`src/ssr_pkg.sv`:
```
package ssr_pkg;

	localparam int SAMPLE_W  = 24;
	localparam int WORD_W    = 32;
	localparam int ACC_W     = 56;
	localparam int PROD_W    = 54;
	localparam int CFG_W     = 20;
	localparam int CFG_IDX_W = 3;
	localparam int CPOS_W    = 11;
	localparam int APOS_W    = 10;
	localparam int SPREAD    = 23;
	localparam int MONO_Q24  = 335544;

	localparam logic [CFG_IDX_W-1:0] CFG_DRY_GAIN      = 3'd0;
	localparam logic [CFG_IDX_W-1:0] CFG_WET_DIRECT    = 3'd1;
	localparam logic [CFG_IDX_W-1:0] CFG_WET_CROSS     = 3'd2;
	localparam logic [CFG_IDX_W-1:0] CFG_COMB_FEEDBACK = 3'd3;
	localparam logic [CFG_IDX_W-1:0] CFG_DAMP_KEEP     = 3'd4;

	localparam int COMB_LEN [8] = '{1116, 1188, 1277, 1356, 1422, 1491, 1557, 1617};
	localparam int AP_LEN   [4] = '{556, 441, 341, 225};

	typedef struct packed {
		logic signed [SAMPLE_W-1:0] left_in;
		logic signed [SAMPLE_W-1:0] right_in;
	} in_beat_t;

	typedef struct packed {
		logic signed [SAMPLE_W-1:0] left_out;
		logic signed [SAMPLE_W-1:0] right_out;
	} out_beat_t;

	typedef enum logic [4:0] {
		ST_CLEAR, ST_IDLE, ST_DRV0, ST_DRV1,
		ST_CRD, ST_C1, ST_C2, ST_C3, ST_C4, ST_C5, ST_C6,
		ST_SUM, ST_ARD, ST_A1,
		ST_M0, ST_M1, ST_M2, ST_M3, ST_M4, ST_FIN
	} ctrl_state_t;

	typedef enum logic [3:0] {
		OP_NONE, OP_CLEAR, OP_LOAD, OP_DRIVE, OP_CRD, OP_C1, OP_C4, OP_C6,
		OP_SUM, OP_ARD, OP_A1, OP_M4, OP_FIN
	} dp_op_t;

	typedef enum logic [2:0] {
		MA_XSUM, MA_COMB_OUT, MA_LPM, MA_LP, MA_XIN, MA_REV_OWN, MA_REV_OTHER
	} mul_a_t;

	typedef enum logic [2:0] {
		MB_MONO, MB_DAMP_NEW, MB_DAMP, MB_FB, MB_DRY, MB_WD, MB_WC
	} mul_b_t;

	typedef enum logic [1:0] {
		ACC_HOLD, ACC_LOAD, ACC_ADD
	} acc_op_t;

	typedef struct packed {
		dp_op_t  op;
		mul_a_t  ma;
		mul_b_t  mb;
		acc_op_t acc;
	} cmd_t;

	typedef struct packed {
		logic clr_last;
		logic comb_last;
		logic ap_last;
		logic ch_last;
		logic out_busy;
	} sts_t;

	function automatic int comb_total(int nc);
		int t;
		t = 0;
		for (int k = 0; k < nc; k++) t += 2 * COMB_LEN[k] + SPREAD;
		return t;
	endfunction

	function automatic int ap_total(int na);
		int t;
		t = 0;
		for (int k = 0; k < na; k++) t += 2 * AP_LEN[k] + SPREAD;
		return t;
	endfunction

	function automatic logic [CPOS_W-1:0] comb_len_f(logic [2:0] k);
		return CPOS_W'(COMB_LEN[k]);
	endfunction

	function automatic logic [APOS_W-1:0] ap_len_f(logic [1:0] k);
		return APOS_W'(AP_LEN[k]);
	endfunction

	function automatic logic signed [ACC_W-1:0] rnd16(logic signed [ACC_W-1:0] v);
		return (v + ACC_W'(32768)) >>> 16;
	endfunction

	function automatic logic signed [WORD_W-1:0] sat32(logic signed [ACC_W-1:0] v);
		logic signed [ACC_W-1:0] hi;
		logic signed [ACC_W-1:0] lo;
		hi = ACC_W'(64'sh7FFF_FFFF);
		lo = -hi - ACC_W'(1);
		if (v > hi) return WORD_W'(hi);
		if (v < lo) return WORD_W'(lo);
		return WORD_W'(v);
	endfunction

	function automatic logic signed [SAMPLE_W-1:0] sat24(logic signed [ACC_W-1:0] v);
		logic signed [ACC_W-1:0] hi;
		logic signed [ACC_W-1:0] lo;
		hi = ACC_W'(32'sh7F_FFFF);
		lo = -hi - ACC_W'(1);
		if (v > hi) return SAMPLE_W'(hi);
		if (v < lo) return SAMPLE_W'(lo);
		return SAMPLE_W'(v);
	endfunction

endpackage

```
`src/ssr_ctrl.sv`:
```
module ssr_ctrl import ssr_pkg::*; (
	input  logic clk,
	input  logic arst_n,
	input  logic in_valid,
	output logic in_stall,
	input  sts_t sts,
	output cmd_t cmd
);

	ctrl_state_t state_q, state_d;

	always_ff @(posedge clk or negedge arst_n) begin
		if (!arst_n) begin
			state_q <= ST_CLEAR;
		end else begin
			state_q <= state_d;
		end
	end

	always_comb begin
		state_d  = state_q;
		cmd      = '{op: OP_NONE, ma: MA_XSUM, mb: MB_MONO, acc: ACC_HOLD};
		in_stall = (state_q != ST_IDLE);
		unique case (state_q)
			ST_CLEAR: begin
				cmd.op = OP_CLEAR;
				if (sts.clr_last) state_d = ST_IDLE;
			end
			ST_IDLE: begin
				if (in_valid) begin
					cmd.op  = OP_LOAD;
					state_d = ST_DRV0;
				end
			end
			ST_DRV0: begin
				cmd.ma  = MA_XSUM;
				cmd.mb  = MB_MONO;
				state_d = ST_DRV1;
			end
			ST_DRV1: begin
				cmd.op  = OP_DRIVE;
				state_d = ST_CRD;
			end
			ST_CRD: begin
				cmd.op  = OP_CRD;
				state_d = ST_C1;
			end
			ST_C1: begin
				cmd.op  = OP_C1;
				cmd.ma  = MA_COMB_OUT;
				cmd.mb  = MB_DAMP_NEW;
				state_d = ST_C2;
			end
			ST_C2: begin
				cmd.ma  = MA_LPM;
				cmd.mb  = MB_DAMP;
				cmd.acc = ACC_LOAD;
				state_d = ST_C3;
			end
			ST_C3: begin
				cmd.acc = ACC_ADD;
				state_d = ST_C4;
			end
			ST_C4: begin
				cmd.op  = OP_C4;
				state_d = ST_C5;
			end
			ST_C5: begin
				cmd.ma  = MA_LP;
				cmd.mb  = MB_FB;
				state_d = ST_C6;
			end
			ST_C6: begin
				cmd.op  = OP_C6;
				state_d = sts.comb_last ? ST_SUM : ST_CRD;
			end
			ST_SUM: begin
				cmd.op  = OP_SUM;
				state_d = ST_ARD;
			end
			ST_ARD: begin
				cmd.op  = OP_ARD;
				state_d = ST_A1;
			end
			ST_A1: begin
				cmd.op = OP_A1;
				if (!sts.ap_last) state_d = ST_ARD;
				else if (sts.ch_last) state_d = ST_M0;
				else state_d = ST_CRD;
			end
			ST_M0: begin
				cmd.ma  = MA_XIN;
				cmd.mb  = MB_DRY;
				state_d = ST_M1;
			end
			ST_M1: begin
				cmd.ma  = MA_REV_OWN;
				cmd.mb  = MB_WD;
				cmd.acc = ACC_LOAD;
				state_d = ST_M2;
			end
			ST_M2: begin
				cmd.ma  = MA_REV_OTHER;
				cmd.mb  = MB_WC;
				cmd.acc = ACC_ADD;
				state_d = ST_M3;
			end
			ST_M3: begin
				cmd.acc = ACC_ADD;
				state_d = ST_M4;
			end
			ST_M4: begin
				cmd.op  = OP_M4;
				state_d = sts.ch_last ? ST_FIN : ST_M0;
			end
			ST_FIN: begin
				if (!sts.out_busy) begin
					cmd.op  = OP_FIN;
					state_d = ST_IDLE;
				end
			end
			default: state_d = ST_IDLE;
		endcase
	end

endmodule

```
`config.mk`:
```
export PLATFORM = sky130hd
export DESIGN_NAME = ssr_ctrl
export DESIGN_NICKNAME = d
export VERILOG_FILES = /design/src/ssr_pkg.sv /design/src/ssr_ctrl.sv
export SDC_FILE = /design/constraint.sdc
export NUM_CORES = 1
export LEC_CHECK = 0
export ABC_AREA = 1
export BUFFER_PORTS_ARGS = -buffer_cell sky130_fd_sc_hd__buf_2
export CORE_MARGIN = 3
export CORE_UTILIZATION = 44
export CTS_CLUSTER_SIZE = 8
export DETAILED_ROUTE_END_ITERATION = 6
export GPL_ROUTABILITY_DRIVEN = 0
export PLACE_DENSITY = 0.73
export SLEW_MARGIN = 20
export SYNTH_ARGS = -nofsm -noshare
export SYNTH_HDL_FRONTEND = slang
export SYNTH_SLANG_ARGS = --single-unit
```
`constraint.sdc`:
```
create_clock -name clk -period 1.5 [get_ports clk]
set_input_delay 0.3 -clock clk [delete_from_list [all_inputs] [get_ports clk]]
set_output_delay 0.3 -clock clk [all_outputs]
set_load 0.02 [all_outputs]
```
==> qor.yml, run 1 <==
synth_ff_type: "dfrtp_1"
htreeDepth: 1
synth.area.top_cells: "dfrtp_1 (19%), nand2_1 (17%), nand3_1 (11%), inv_1 (9.1%), nor2_1 (6.8%)"
synthArstFlopShare: 1.00
ys_seq_area_frac: 0.190
dp_hpwl_um: 1770
synthTopCellsByCount: "nand2_1 (29), inv_1 (16), nand3_1 (15)"
place_area_um2: 971
yosysMostFrequentCell: "nand2_1"
synth_cells: 112
yosysWarnings: 0
synth.cell_area_um2: 659
numCtsBuffers: 3
avgSynthCellArea_um2: 5.89
initial_core_util: 0.488
die_x_um: 44.7
worstEndpointType: "top-level output"
yosys.area.top_type_share: 0.190
synth_nets: 120
crit_endpoint: "cmd[9]"
status: "did not finish"
die_y_um: 44.7
synth_seq_cells: 5
clock-root-buffer: "clkbuf_4"
ioPinCount: 21
error_line: "[ERROR DPL-0038] Utilization greater than 100%, impossible to legalize"
dp_cells: 168
numPortBuffers: 20
grt_max_degree: 7
netlist-cell-type-count: 23
synth_area_leader_cell: "dfrtp_1"
rows: 13
synth_edf_count: 0
stop_stage: "5_1_grt"
clockBufferDepth: 2
cts_sinks: 5
[through the flow]
stage                     worst slack (ps)  setup TNS (ps)  hold WS (ps)
after floorplan                       -135            -192          4.41
after global placement                -131            -624           112
after detailed placement              -158           -1050           115
after CTS                             -326           -3090           312
[cell families after synthesis]
group	share of synthesized area
AO/OA/AOI/OAI	0.0816
AND/OR/NAND/NOR	0.571
buffers and inverters	0.158
flip-flops	0.190
[what timing repair did]
item,CTS
buffers inserted,10
gates resized for setup,63
pin swaps,13
cloned,1
hold endpoints to repair,5
hold buffers,1
setup endpoints to repair,15
==> run 2: changes to the inputs <==
--- a/config.mk
+++ b/config.mk
@@ -7,12 +7,11 @@
 export LEC_CHECK = 0
 export ABC_AREA = 1
 export BUFFER_PORTS_ARGS = -buffer_cell sky130_fd_sc_hd__buf_2
-export CORE_MARGIN = 3
-export CORE_UTILIZATION = 44
-export CTS_CLUSTER_SIZE = 8
+export CORE_AREA = 3 3 64 66
 export DETAILED_ROUTE_END_ITERATION = 6
+export DIE_AREA = 0 0 67 69
 export GPL_ROUTABILITY_DRIVEN = 0
-export PLACE_DENSITY = 0.73
+export PLACE_DENSITY_LB_ADDON = 0.15
 export SLEW_MARGIN = 20
 export SYNTH_ARGS = -nofsm -noshare
 export SYNTH_HDL_FRONTEND = slang
==> constraint.sdc (replaced) <==
create_clock -name clk -period 2 [get_ports clk]
set_input_delay 0.4 -clock clk [delete_from_list [all_inputs] [get_ports clk]]
set_output_delay 0.4 -clock clk [all_outputs]
set_load 0.02 [all_outputs]
==> qor.yml, run 2 <==
clk_pin_slew_ps: 30
numCtsBuffers: 3
synthArstFlopShare: 1.00
leakage_nw: 0.550
avgSynthCellArea_um2: 5.89
slew_headroom: 0.797
drtAntennaViolNets: 0
wl_um: 2320
critPathArrivalTime_ps: 1530
rsz0062_at_grt: "true"
design_area_um2: 950
synth.area.top_cells: "dfrtp_1 (19%), nand2_1 (17%), nand3_1 (11%), inv_1 (9.1%), nor2_1 (6.8%)"
antenna_found_initial: 0
yosysMostFrequentCell: "nand2_1"
yosysWarnings: 0
hold_class: "in2reg"
antenna_cells: 0
netlist-cell-type-count: 23
fin_crit_sh: 0.964
synth_seq_cells: 5
synth_cells: 112
place_area_um2: 827
wl_per_cell_um: 12.2
synth_nets: 120
grt_pass1_wl_um: 3530
dp_hpwl_um: 1910
cts_sinks: 5
yosys.area.top_type_share: 0.190
drc: 0
top_regs: "state_q: 5 flops"
tritoncts: "built"
worstSetupPathType: "reg2out"
die_x_um: 67
clockBufferDepth: 2
max_freq_mhz: 519
initial_core_util: 0.181
cap_violations: 0
die_y_um: 69
synth_ff_type: "dfrtp_1"
worstPathRequired_ps: 1600
htreeDepth: 1
synthTopCellsByCount: "nand2_1 (29), inv_1 (16), nand3_1 (15)"
period_needed_ps: 1930
final_cell_mix: "nand2_1 (26), buf_2 (18), nand3_1 (15), inv_1 (14), nor2_1 (12)"
status: "finished, final reports clean"
routed_via_density: 4.43
grt_pass1_vias: 792
final_layout_size_suffix_gt1_frac: 0.401
grt_max_degree: 9
overflow: 0
numPortBuffers: 20
ys_seq_area_frac: 0.190
largest_reg_flops: 5
n_fill_cell: 444
utilization: 0.261
powerDensity_nw_per_um2: 1640
cp-start-kind: "flop"
clock-root-buffer: "clkbuf_8"
crit_path_max_fanout: 5
top_register: "state_q"
end_kind: "primary output"
detail_route.first_pass.iterations: 4
skew_ps: 2.57
initialDrtViolationCount: 31
finalHoldViolCount: 0
clock_latency_ps: 220
area_delta_synth_final_pct: 44.0
rows: 22
die-area_um2: 4620
vias: 842
track_usage: 0.0981
synth_edf_count: 0
max_slew.worst_pin.slew_ps: 304
finalNetCount: 151
synth.cell_area_um2: 659
ioPinCount: 21
vdd_drop_max_mv: 0.455
slew_violations: 0
core-area_um2: 3630
finalSetupViolCount: 0
final_common_cell: "nand2_1"
synth_area_leader_cell: "dfrtp_1"
## run 2: cell counts after synthesis
Identical to the previous run, type by type.
## run 2: final timing paths
path                            start         end  slack [ps]  cells past startpoint
max                        state_q[3]      cmd[2]          70                      6
min                            sts[3]  state_q[2]         480                      2
max reg2reg                state_q[0]  state_q[0]         500                     10
min reg2reg                state_q[1]  state_q[4]         770                      3
max in group asynchronous      arst_n  state_q[1]        1340                      2
min in group asynchronous      arst_n  state_q[2]         520                      2
## run 2: report_power, final
part	switching [mW]	internal, mW
clock network	0.0445	0.136
logic	0.718	0.417
registers	0.0836	0.154
## run 2: per-stage QoR
step / setup WS [ps] / TNS, ps / hold WS (ps) / cells / power, mW
after floorplan: 173 / 0 / 104 / 112 / 0.956
after global placement: 151 / 0 / 217 / 181 / 1.27
after detailed placement: 208 / 0 / 217 / 181 / 1.25
after CTS: 5.19 / 0 / 481 / 186 / 1.44
after global routing: -15.2 / -35.0 / 485 / 190 / 1.70
final: 72.9 / 0 / 481 / 190 / 1.55
## run 2: metal layers
metal / up-vias / global-route usage / share of wire
met5: - / 0 / 0
met4: 0 / 0.0135 / 0.016
met3: 4 / 0.0293 / 0.043
met2: 20 / 0.160 / 0.49
met1: 392 / 0.128 / 0.45
li1: 426 / - / -
## run 2: cell families (layout without fill, tap and decap cells)
family                 after synthesis  after routing  share of synthesized area
AO/OA/AOI/OAI                        8              8                     0.0816
buffers and inverters               23             53                      0.158
flip-flops                           5              5                      0.190
AND/OR/NAND/NOR                     76             76                      0.571
## run 2: critical path: stages (launching register included)
cell and delay [ps]:
dfrtp_2 420, inv_2 90, nor3_4 320, nand2_2 120, nand2_1 90, or2_2 120
buf_2 160
## run 2: area by class of cell
type                    count  area [µm²]  area share
clock buffers               4        45.0      0.0474
inverters                  19        73.8      0.0777
multi-input cells          84         458       0.482
flip-flops and latches      5         130       0.137
well taps                  48        60.1      0.0632
repair buffers             30         183       0.192
## run 2: repair_timing
item / 4_1_cts / 5_1_grt
endpoints found under the hold margin: 5 / 0
buffers inserted: 0 / 4
hold buffers: 1 / 0
cloned: 0 / 0
gates resized for setup: 1 / 14
pin swaps: 0 / 3
setup endpoints to repair: 1 / 8
Note: power is estimated with default switching activity, not from simulation.
